==> src/design/eye_anim_pkg.sv <==
// ----------------------------------------------------------------------------
// eye_anim_pkg: shared types and constants of the eye animation renderer
// Geometry of the two eyes, animation constants, and the transfer payloads.
// ----------------------------------------------------------------------------
package eye_anim_pkg;

    localparam int DISPLAY_WIDTH = 128;
    localparam int DISPLAY_PAGES = 8;
    localparam int LANES         = 8;

    localparam int EYE_CENTER_Y  = 32;
    localparam int LEFT_CX       = 32;
    localparam int RIGHT_CX      = 96;
    localparam int LEFT_X_LO     = 6;
    localparam int LEFT_X_HI     = 60;
    localparam int RIGHT_X_LO    = 68;
    localparam int RIGHT_X_HI    = 122;
    localparam int EYE_RADIUS_X  = 26;
    localparam int LID_OPEN      = 26;
    localparam int LID_BLINK     = 3;

    localparam int RX_SQ         = EYE_RADIUS_X * EYE_RADIUS_X;
    localparam int LID_OPEN_SQ   = LID_OPEN * LID_OPEN;
    localparam int LID_BLINK_SQ  = LID_BLINK * LID_BLINK;
    localparam int ELL_OPEN_LIM  = RX_SQ * LID_OPEN_SQ;
    localparam int ELL_BLINK_LIM = RX_SQ * LID_BLINK_SQ;

    localparam int BLINK_RESET_LIMIT = 99;
    localparam int BLINK_BASE    = 40;
    localparam int BLINK_END     = 1;
    localparam int PHASE_MOD     = 36;
    localparam int PHASE_STEP    = 12;
    localparam int RADIUS_BASE   = 7;
    localparam int GAZE_X_MAX    = 13;
    localparam int GAZE_X_BIAS   = 7;
    localparam int GAZE_Y_BIAS   = 4;
    localparam int BROW_DROP     = 4;
    localparam int SLEEPY_ROW    = 6;

    localparam int REG_EMOTION   = 0;

    typedef enum logic [1:0] {
        EMO_NORMAL = 2'd0,
        EMO_MAD    = 2'd1,
        EMO_SAD    = 2'd2,
        EMO_SLEEPY = 2'd3
    } emotion_t;

    typedef enum logic [1:0] {
        CTL_IDLE,
        CTL_SQUARE,
        CTL_FINISH
    } ctl_state_t;

    typedef enum logic {
        OP_FRAME  = 1'b0,
        OP_RENDER = 1'b1
    } op_t;

    typedef struct packed {
        op_t        op;
        logic [6:0] column;
        logic [2:0] page;
        logic [6:0] blink_draw;
        logic       gaze_change;
        logic [3:0] gaze_x_draw;
        logic [2:0] gaze_y_draw;
    } in_item_t;

    typedef struct packed {
        logic [7:0] pixel_byte;
        logic       lid_closed;
    } out_item_t;

    // Animation state that the pixel lanes need for the current frame.
    typedef struct packed {
        logic              lid_blink;
        logic [3:0]        radius;
        logic signed [3:0] pupil_x;
        logic signed [2:0] pupil_y;
    } anim_state_t;

    typedef struct packed {
        emotion_t    emotion;
        anim_state_t anim;
    } lane_ctrl_t;

endpackage

==> src/design/eye_anim_frame.sv <==
// ----------------------------------------------------------------------------
// eye_anim_frame: animation state of the eyes
// Blink timer, lid height, pulse phase and pupil easing, one step per frame.
// ----------------------------------------------------------------------------
module eye_anim_frame (
    input  logic                      clk,
    input  logic                      rst_n,
    input  logic                      advance,
    input  eye_anim_pkg::in_item_t    item,
    output eye_anim_pkg::anim_state_t anim
);

    logic [7:0]        count_reg, count_next;
    logic [7:0]        limit_reg, limit_next;
    logic              active_reg, active_next;
    logic [4:0]        lid_reg, lid_next;
    logic [5:0]        phase_reg, phase_next;
    logic signed [3:0] pupil_x_reg, pupil_x_next;
    logic signed [2:0] pupil_y_reg, pupil_y_next;
    logic signed [3:0] target_x_reg, target_x_next;
    logic signed [2:0] target_y_reg, target_y_next;

    logic [7:0] cnt_inc;
    logic [7:0] cnt_mid;
    logic       start;
    logic       active_mid;
    logic       finish;
    logic [3:0] gx;

    always_comb
    begin
        phase_next = (phase_reg == 6'(eye_anim_pkg::PHASE_MOD - 1)) ? 6'd0
                                                                    : phase_reg + 6'd1;

        cnt_inc    = (count_reg != 8'hFF) ? count_reg + 8'd1 : count_reg;
        start      = !active_reg && (cnt_inc > limit_reg);
        active_mid = active_reg || start;
        cnt_mid    = start ? 8'd0 : cnt_inc;
        finish     = active_mid && (cnt_mid > 8'(eye_anim_pkg::BLINK_END));

        active_next = active_mid && !finish;
        count_next  = finish ? 8'd0 : cnt_mid;
        limit_next  = finish ? 8'(eye_anim_pkg::BLINK_BASE) + {1'b0, item.blink_draw}
                             : limit_reg;
        lid_next    = active_mid ? 5'(eye_anim_pkg::LID_BLINK) : 5'(eye_anim_pkg::LID_OPEN);

        // Draws above the range clamp to the rightmost target.
        gx = (item.gaze_x_draw > 4'(eye_anim_pkg::GAZE_X_MAX))
             ? 4'(eye_anim_pkg::GAZE_X_MAX) : item.gaze_x_draw;
        if (item.gaze_change)
        begin
            target_x_next = $signed(gx - 4'(eye_anim_pkg::GAZE_X_BIAS));
            target_y_next = $signed(item.gaze_y_draw - 3'(eye_anim_pkg::GAZE_Y_BIAS));
        end
        else
        begin
            target_x_next = target_x_reg;
            target_y_next = target_y_reg;
        end

        priority if (pupil_x_reg < target_x_next)
            pupil_x_next = pupil_x_reg + 4'sd1;
        else if (pupil_x_reg > target_x_next)
            pupil_x_next = pupil_x_reg - 4'sd1;
        else
            pupil_x_next = pupil_x_reg;

        priority if (pupil_y_reg < target_y_next)
            pupil_y_next = pupil_y_reg + 3'sd1;
        else if (pupil_y_reg > target_y_next)
            pupil_y_next = pupil_y_reg - 3'sd1;
        else
            pupil_y_next = pupil_y_reg;
    end

    always_ff @(posedge clk or negedge rst_n)
    begin
        if (!rst_n)
        begin
            count_reg    <= 8'd0;
            limit_reg    <= 8'(eye_anim_pkg::BLINK_RESET_LIMIT);
            active_reg   <= 1'b0;
            lid_reg      <= 5'(eye_anim_pkg::LID_OPEN);
            phase_reg    <= 6'd0;
            pupil_x_reg  <= 4'sd0;
            pupil_y_reg  <= 3'sd0;
            target_x_reg <= 4'sd0;
            target_y_reg <= 3'sd0;
        end
        else if (advance)
        begin
            count_reg    <= count_next;
            limit_reg    <= limit_next;
            active_reg   <= active_next;
            lid_reg      <= lid_next;
            phase_reg    <= phase_next;
            pupil_x_reg  <= pupil_x_next;
            pupil_y_reg  <= pupil_y_next;
            target_x_reg <= target_x_next;
            target_y_reg <= target_y_next;
        end
    end

    // Pupil radius steps up by one per twelve pulse-phase frames, then wraps.
    always_comb
    begin
        anim.lid_blink = (lid_reg == 5'(eye_anim_pkg::LID_BLINK));
        priority if (phase_reg >= 6'(2 * eye_anim_pkg::PHASE_STEP))
            anim.radius = 4'(eye_anim_pkg::RADIUS_BASE + 2);
        else if (phase_reg >= 6'(eye_anim_pkg::PHASE_STEP))
            anim.radius = 4'(eye_anim_pkg::RADIUS_BASE + 1);
        else
            anim.radius = 4'(eye_anim_pkg::RADIUS_BASE);
        anim.pupil_x = pupil_x_reg;
        anim.pupil_y = pupil_y_reg;
    end

endmodule

==> src/design/eye_anim_lane.sv <==
// ----------------------------------------------------------------------------
// eye_anim_lane: one pixel of a page byte
// Squares the offsets in a first registered step, then tests the eye
// ellipse and the pupil circle and applies the emotion mask.
// ----------------------------------------------------------------------------
module eye_anim_lane (
    input  logic                     clk,
    input  logic                     en,
    input  logic [6:0]               column,
    input  logic [5:0]               row,
    input  eye_anim_pkg::lane_ctrl_t ctrl,
    output logic                     lit
);

    logic              left;
    logic              in_eye;
    logic [7:0]        cx;
    logic signed [7:0] dx;
    logic signed [6:0] dy;
    logic signed [7:0] dy8;
    logic signed [7:0] px;
    logic signed [7:0] py;
    logic [15:0]       dx_sq_full;
    logic [15:0]       dy_sq_full;
    logic [15:0]       px_sq_full;
    logic [15:0]       py_sq_full;
    logic signed [7:0] brow_v;
    logic signed [7:0] brow_adj;
    logic signed [7:0] brow_thr;
    logic              mask;

    logic        in_eye_reg;
    logic        mask_reg;
    logic [9:0]  dx2_reg;
    logic [10:0] dy2_reg;
    logic [11:0] dist_reg;

    logic [9:0]  ry_sq;
    logic [20:0] ell_lhs;
    logic [20:0] ell_lim;
    logic [7:0]  r_sq;

    always_comb
    begin
        left   = (column >= 7'(eye_anim_pkg::LEFT_X_LO)) &&
                 (column < 7'(eye_anim_pkg::LEFT_X_HI));
        in_eye = left || ((column >= 7'(eye_anim_pkg::RIGHT_X_LO)) &&
                          (column < 7'(eye_anim_pkg::RIGHT_X_HI)));
        cx     = left ? 8'(eye_anim_pkg::LEFT_CX) : 8'(eye_anim_pkg::RIGHT_CX);
        dx     = $signed({1'b0, column}) - $signed(cx);
        dy     = $signed({1'b0, row}) - $signed(7'(eye_anim_pkg::EYE_CENTER_Y));
        dy8    = {dy[6], dy};
        px     = dx - {{4{ctrl.anim.pupil_x[3]}}, ctrl.anim.pupil_x};
        py     = dy8 - {{5{ctrl.anim.pupil_y[2]}}, ctrl.anim.pupil_y};

        dx_sq_full = dx * dx;
        dy_sq_full = dy8 * dy8;
        px_sq_full = px * px;
        py_sq_full = py * py;

        // Brow slope: half of the signed column offset, truncated toward zero.
        brow_v   = (left == (ctrl.emotion == eye_anim_pkg::EMO_MAD)) ? dx : -dx;
        brow_adj = brow_v + $signed({7'd0, brow_v[7]});
        brow_thr = (brow_adj >>> 1) - 8'(eye_anim_pkg::BROW_DROP);

        unique case (ctrl.emotion)
            eye_anim_pkg::EMO_MAD,
            eye_anim_pkg::EMO_SAD:    mask = dy8 < brow_thr;
            eye_anim_pkg::EMO_SLEEPY: mask = dy8 < $signed(8'(eye_anim_pkg::SLEEPY_ROW));
            default:                  mask = 1'b0;
        endcase
    end

    always_ff @(posedge clk)
    begin
        if (en)
        begin
            in_eye_reg <= in_eye;
            mask_reg   <= mask;
            dx2_reg    <= dx_sq_full[9:0];
            dy2_reg    <= dy_sq_full[10:0];
            dist_reg   <= {1'b0, px_sq_full[10:0]} + {1'b0, py_sq_full[10:0]};
        end
    end

    always_comb
    begin
        ry_sq   = ctrl.anim.lid_blink ? 10'(eye_anim_pkg::LID_BLINK_SQ)
                                      : 10'(eye_anim_pkg::LID_OPEN_SQ);
        ell_lim = ctrl.anim.lid_blink ? 21'(eye_anim_pkg::ELL_BLINK_LIM)
                                      : 21'(eye_anim_pkg::ELL_OPEN_LIM);
        ell_lhs = 21'(dx2_reg * ry_sq) + 21'(dy2_reg * 10'(eye_anim_pkg::RX_SQ));
        r_sq    = 8'(ctrl.anim.radius * ctrl.anim.radius);
        lit     = in_eye_reg && (ell_lhs <= ell_lim) &&
                  (dist_reg > {4'd0, r_sq}) && !mask_reg;
    end

endmodule

==> src/design/eye_animation_renderer_unit.sv <==
// An accepted item is registered, the pixel lanes register their squared offsets, and the
// result is loaded into the output register once that register is free; no new item
// is accepted until then.
// The next item is taken while a finished result still waits in the output register.
// Reset (rst_n, asynchronous): emotion normal, lid open, blink limit 99, pupil centered.
// ----------------------------------------------------------------------------
// eye_animation_renderer_unit: two animated eyes on a one-bit page display
// Frame items advance the animation and return a zero byte; render items return one
// page byte from eight pixel lanes merged into the output register.
// ----------------------------------------------------------------------------
module eye_animation_renderer_unit (
    input  logic                    clk,
    input  logic                    rst_n,
    input  logic                    in_valid,
    output logic                    in_stall,
    input  eye_anim_pkg::in_item_t  in_data,
    output logic                    out_valid,
    input  logic                    out_stall,
    output eye_anim_pkg::out_item_t out_data,
    input  logic                    psel,
    input  logic                    penable,
    input  logic                    pwrite,
    input  logic [2:0]              paddr,
    input  logic [31:0]             pwdata,
    output logic [31:0]             prdata,
    output logic                    pready
);

    eye_anim_pkg::ctl_state_t state_reg, state_next;
    eye_anim_pkg::emotion_t   emotion_reg;
    eye_anim_pkg::in_item_t   item_reg;
    eye_anim_pkg::out_item_t  out_data_reg;
    logic                     out_valid_reg, out_valid_next;

    eye_anim_pkg::anim_state_t anim;
    eye_anim_pkg::lane_ctrl_t  ctrl;
    logic                      accept;
    logic                      lane_en;
    logic                      load_out;
    logic [eye_anim_pkg::LANES-1:0] lane_bits;

    assign pready   = 1'b1;
    assign prdata   = (paddr[2] == 1'(eye_anim_pkg::REG_EMOTION)) ? {30'd0, emotion_reg}
                                                                   : 32'd0;
    assign in_stall = (state_reg != eye_anim_pkg::CTL_IDLE);
    assign accept   = in_valid && !in_stall;
    assign ctrl     = '{emotion: emotion_reg, anim: anim};

    always_ff @(posedge clk or negedge rst_n)
    begin
        if (!rst_n)
            emotion_reg <= eye_anim_pkg::EMO_NORMAL;
        else if (psel && penable && pwrite && paddr[2] == 1'(eye_anim_pkg::REG_EMOTION))
            emotion_reg <= eye_anim_pkg::emotion_t'(pwdata[1:0]);
    end

    eye_anim_frame u_frame (
        .clk     (clk),
        .rst_n   (rst_n),
        .advance (accept && in_data.op == eye_anim_pkg::OP_FRAME),
        .item    (in_data),
        .anim    (anim)
    );

    for (genvar k = 0; k < eye_anim_pkg::LANES; k++)
    begin : g_lane
        eye_anim_lane u_lane (
            .clk    (clk),
            .en     (lane_en),
            .column (item_reg.column),
            .row    ({item_reg.page, 3'(k)}),
            .ctrl   (ctrl),
            .lit    (lane_bits[k])
        );
    end

    always_comb
    begin
        state_next     = state_reg;
        lane_en        = 1'b0;
        load_out       = 1'b0;
        out_valid_next = out_valid_reg && out_stall;
        unique case (state_reg)
            eye_anim_pkg::CTL_IDLE:
            begin
                if (accept)
                    state_next = eye_anim_pkg::CTL_SQUARE;
            end
            eye_anim_pkg::CTL_SQUARE:
            begin
                lane_en    = 1'b1;
                state_next = eye_anim_pkg::CTL_FINISH;
            end
            eye_anim_pkg::CTL_FINISH:
            begin
                // The result waits here until the output register is free.
                if (!out_valid_reg || !out_stall)
                begin
                    load_out       = 1'b1;
                    out_valid_next = 1'b1;
                    state_next     = eye_anim_pkg::CTL_IDLE;
                end
            end
            default:
                state_next = eye_anim_pkg::CTL_IDLE;
        endcase
    end

    always_ff @(posedge clk or negedge rst_n)
    begin
        if (!rst_n)
        begin
            state_reg     <= eye_anim_pkg::CTL_IDLE;
            out_valid_reg <= 1'b0;
        end
        else
        begin
            state_reg     <= state_next;
            out_valid_reg <= out_valid_next;
        end
    end

    always_ff @(posedge clk)
    begin
        if (accept)
            item_reg <= in_data;
        if (load_out)
        begin
            out_data_reg.pixel_byte <= (item_reg.op == eye_anim_pkg::OP_RENDER) ? lane_bits
                                                                                 : 8'd0;
            out_data_reg.lid_closed <= anim.lid_blink;
        end
    end

    assign out_valid = out_valid_reg;
    assign out_data  = out_data_reg;

endmodule
==> config.mk <==
export PLATFORM = sky130hd
export DESIGN_NAME = eye_animation_renderer_unit
export DESIGN_NICKNAME = d
export VERILOG_FILES = /design/src/design/eye_anim_pkg.sv /design/src/design/eye_anim_frame.sv /design/src/design/eye_anim_lane.sv /design/src/design/eye_animation_renderer_unit.sv
export SDC_FILE = /design/constraint.sdc
export NUM_CORES = 2
export LEC_CHECK = 0
export BUFFER_PORTS_ARGS = -buffer_cell sky130_fd_sc_hd__buf_4
export CORE_MARGIN = 8
export CORE_UTILIZATION = 55
export CTS_CLUSTER_DIAMETER = 100
export DETAILED_ROUTE_END_ITERATION = 10
export PLACE_DENSITY = 0.72
export SETUP_SLACK_MARGIN = 0.4
export SLEW_MARGIN = 20
export SYNTH_ARGS = -nofsm -noshare
export SYNTH_HDL_FRONTEND = slang
export SYNTH_SLANG_ARGS = --single-unit
==> constraint.sdc <==
create_clock -name clk -period 11.8 [get_ports clk]
set_clock_uncertainty 0.15 [all_clocks]
set_input_delay 0.59 -clock clk [delete_from_list [all_inputs] [get_ports clk]]
set_output_delay 0.59 -clock clk [all_outputs]
set_load 0.005 [all_outputs]
==> results.toml <==
[sta]
hold_viol = 0
finalSetupViolations = 0
fmax_mhz = 112
fin_crit_ns = 8.96
drv_slew = 0
fin_crit_sh = 0.759
holdWs_ns = 0.0494
worst_slack_ns = 2.84
worst_pin_slew_ns = 1.18
finalSetupTns_ns = 0
rsz0062_at_grt = "no"
relSlewSlack = 0.203

[global_routing]
grt_use_total = 0.231
antenna_found_initial = 1
use_met3 = 0.0218
top_usage_layer = "met2"
grt_overflow_total = 0
use_met1 = 0.283
grt_pass1_wl_um = 170000
grtUsageMet2 = 0.421
grt_max_degree = 88
grt_pass1_vias = 33600

[clocking]
ctsResizeCount = 0
clk_latency_ns = 0.57
numClockSinks = 203
numCtsBuffers = 26
cts_tree = "yes"
clk_pin_slew_ns = 0.06
cts_root_buffer = "clkbuf_16"
ctsHoldBuffers = 1
cts_setup_buffers = 0
htreeDepth = 1
cts.path.max_buffers = 3

[cells_and_area]
instances_no_fill = 5998
regArea_um2 = 5880
largest_reg_flops = 80
layout-drive-gt1-share = 0.0431
syn_to_final_growth_pct = 5.72
nNetsFinal = 6213
fillers = 6942
multi_input_area_um2 = 34600

[run]
maxCapViolations = 0

[worst_setup_path]
cpPeakStageDelay_ns = 0.79
critical_path.most_common_cell = "ha_1"
cpMaxStageDelayCell = "xnor2_1"
path_buf_inv = 4
crit_path_start_kind = "flip-flop"
crit_arrival_ns = 9.16
endpoint_kind = "flip-flop"
crit_fanout = 12
cp_top_family = "adder cells"
crit_required_ns = 12.00
criticalPathCategory = "reg2reg"

[routing]
drt_first_iter_violations = 1811
num_vias = 33400
drc = 0
vias_per_cell = 5.56
antenna_left = 0
drt_wl_total_um = 104000
first_pass_iters = 6
routedWlPerCell_um = 17.4

[floorplan]
start_util = 0.554
die_area_um2 = 88600
die-width_um = 298
ios = 112
core_um2 = 78700
fp.dieH_um = 298
placementRows = 103

[yosys]
yosys.cell_count.top_type = "ha_1"
synth.largest_area_cell = "ha_1"
synth_cell_types = 101
synth_warnings = 0
syn_inst = 4871
synth_area_leaders = "ha_1, fa_1, edfxtp_1"
synth_area_um2 = 43600
synthArstFlopShare = 0.217
syn_avg_cell_area_um2 = 8.95
netlist.area_leader.share = 0.255
synth-seq-cells = 203
ys_seq_area_frac = 0.135
synth_enable_flop_cells = 159
synth_common_cells = "ha_1, inv_1, xnor2_1"
synthFlopType = "edfxtp_1"

[place]
place_congestion = 0.949
place_ws_ns = 2.86
hpwlAfterDp_um = 84900
dp_cells = 5947
port_buffers = 48

[run_status]
outcome = "finished clean"

[hold_path]
hold_path.class = "in2reg"
[path summary, 6_finish.rpt]
path	startpoint	end	slack, ns	cells after the start
max in group asynchronous	rst_n	u_frame.limit_reg[7]	10.64	2
min in group asynchronous	rst_n	u_frame.target_y_reg[1]	0.43	2
worst max-delay path	u_frame.lid_reg[3]	out_data[1]	2.84	32
worst min-delay path	in_data[23]	item_reg[23]	0.05	1
worst max register to register	u_frame.lid_reg[3]	out_data[1]	2.84	32
worst min register to register	u_frame.lid_reg[3]	u_frame.lid_reg[3]	0.33	2
[metal layers]
layer	vias up	routed length [um]
met5	-	0
met4	0	3790
met3	179	3970
met2	615	51400
met1	15900	45000
li1	16700	-
[cells by family (layout without fill, tap and decap cells)]
logic type / after synthesis / in the layout / synth area share
other cells: 2 / 55 / 0.000172
simple gates: 1061 / 1061 / 0.121
compound gates: 952 / 952 / 0.141
mux: 29 / 29 / 0.00700
fa+ha+maj: 1223 / 1223 / 0.407
buf+inv: 865 / 889 / 0.0773
xor+xnor: 536 / 536 / 0.111
flops: 203 / 203 / 0.135
[cell usage in the layout, fill, tap and decap left out, types with 55 or more instances in the layout]
| master | netlist | final |
|---|---|---|
| edfxtp_1 | 159 | 159 |
| a21o_1 | 85 | 85 |
| o21ai_0 | 176 | 176 |
| xnor2_1 | 395 | 392 |
| xor2_1 | 129 | 128 |
| inv_1 | 748 | 748 |
| fa_1 | 330 | 330 |
| nand2_1 | 288 | 288 |
| buf_4 | 32 | 88 |
| a21oi_1 | 307 | 306 |
| ha_1 | 889 | 889 |
| o21bai_1 | 71 | 71 |
| nor2b_1 | 56 | 55 |
| nor2_1 | 276 | 276 |
| and2_1 | 91 | 91 |
[final cells by class]
cell class	instances	area share
clock buffers	32	0.0146
repair buffers	89	0.0145
well taps	1050	0.0285
inverters	752	0.0612
clock inverters	16	0.00320
diodes	2	0.000109
multi-input cells	3854	0.750
flip-flops and latches	203	0.128
[stage by stage]
stage,area (um2),utilization
after floorplan,43800,-
after global placement,45300,0.575
after detailed placement,45300,0.575
after CTS,46100,0.585
after global routing,46100,0.585
final,46100,0.586
Power is not shown: default switching activity piles up to over one toggle a cycle in this logic, so the estimate is an artifact.
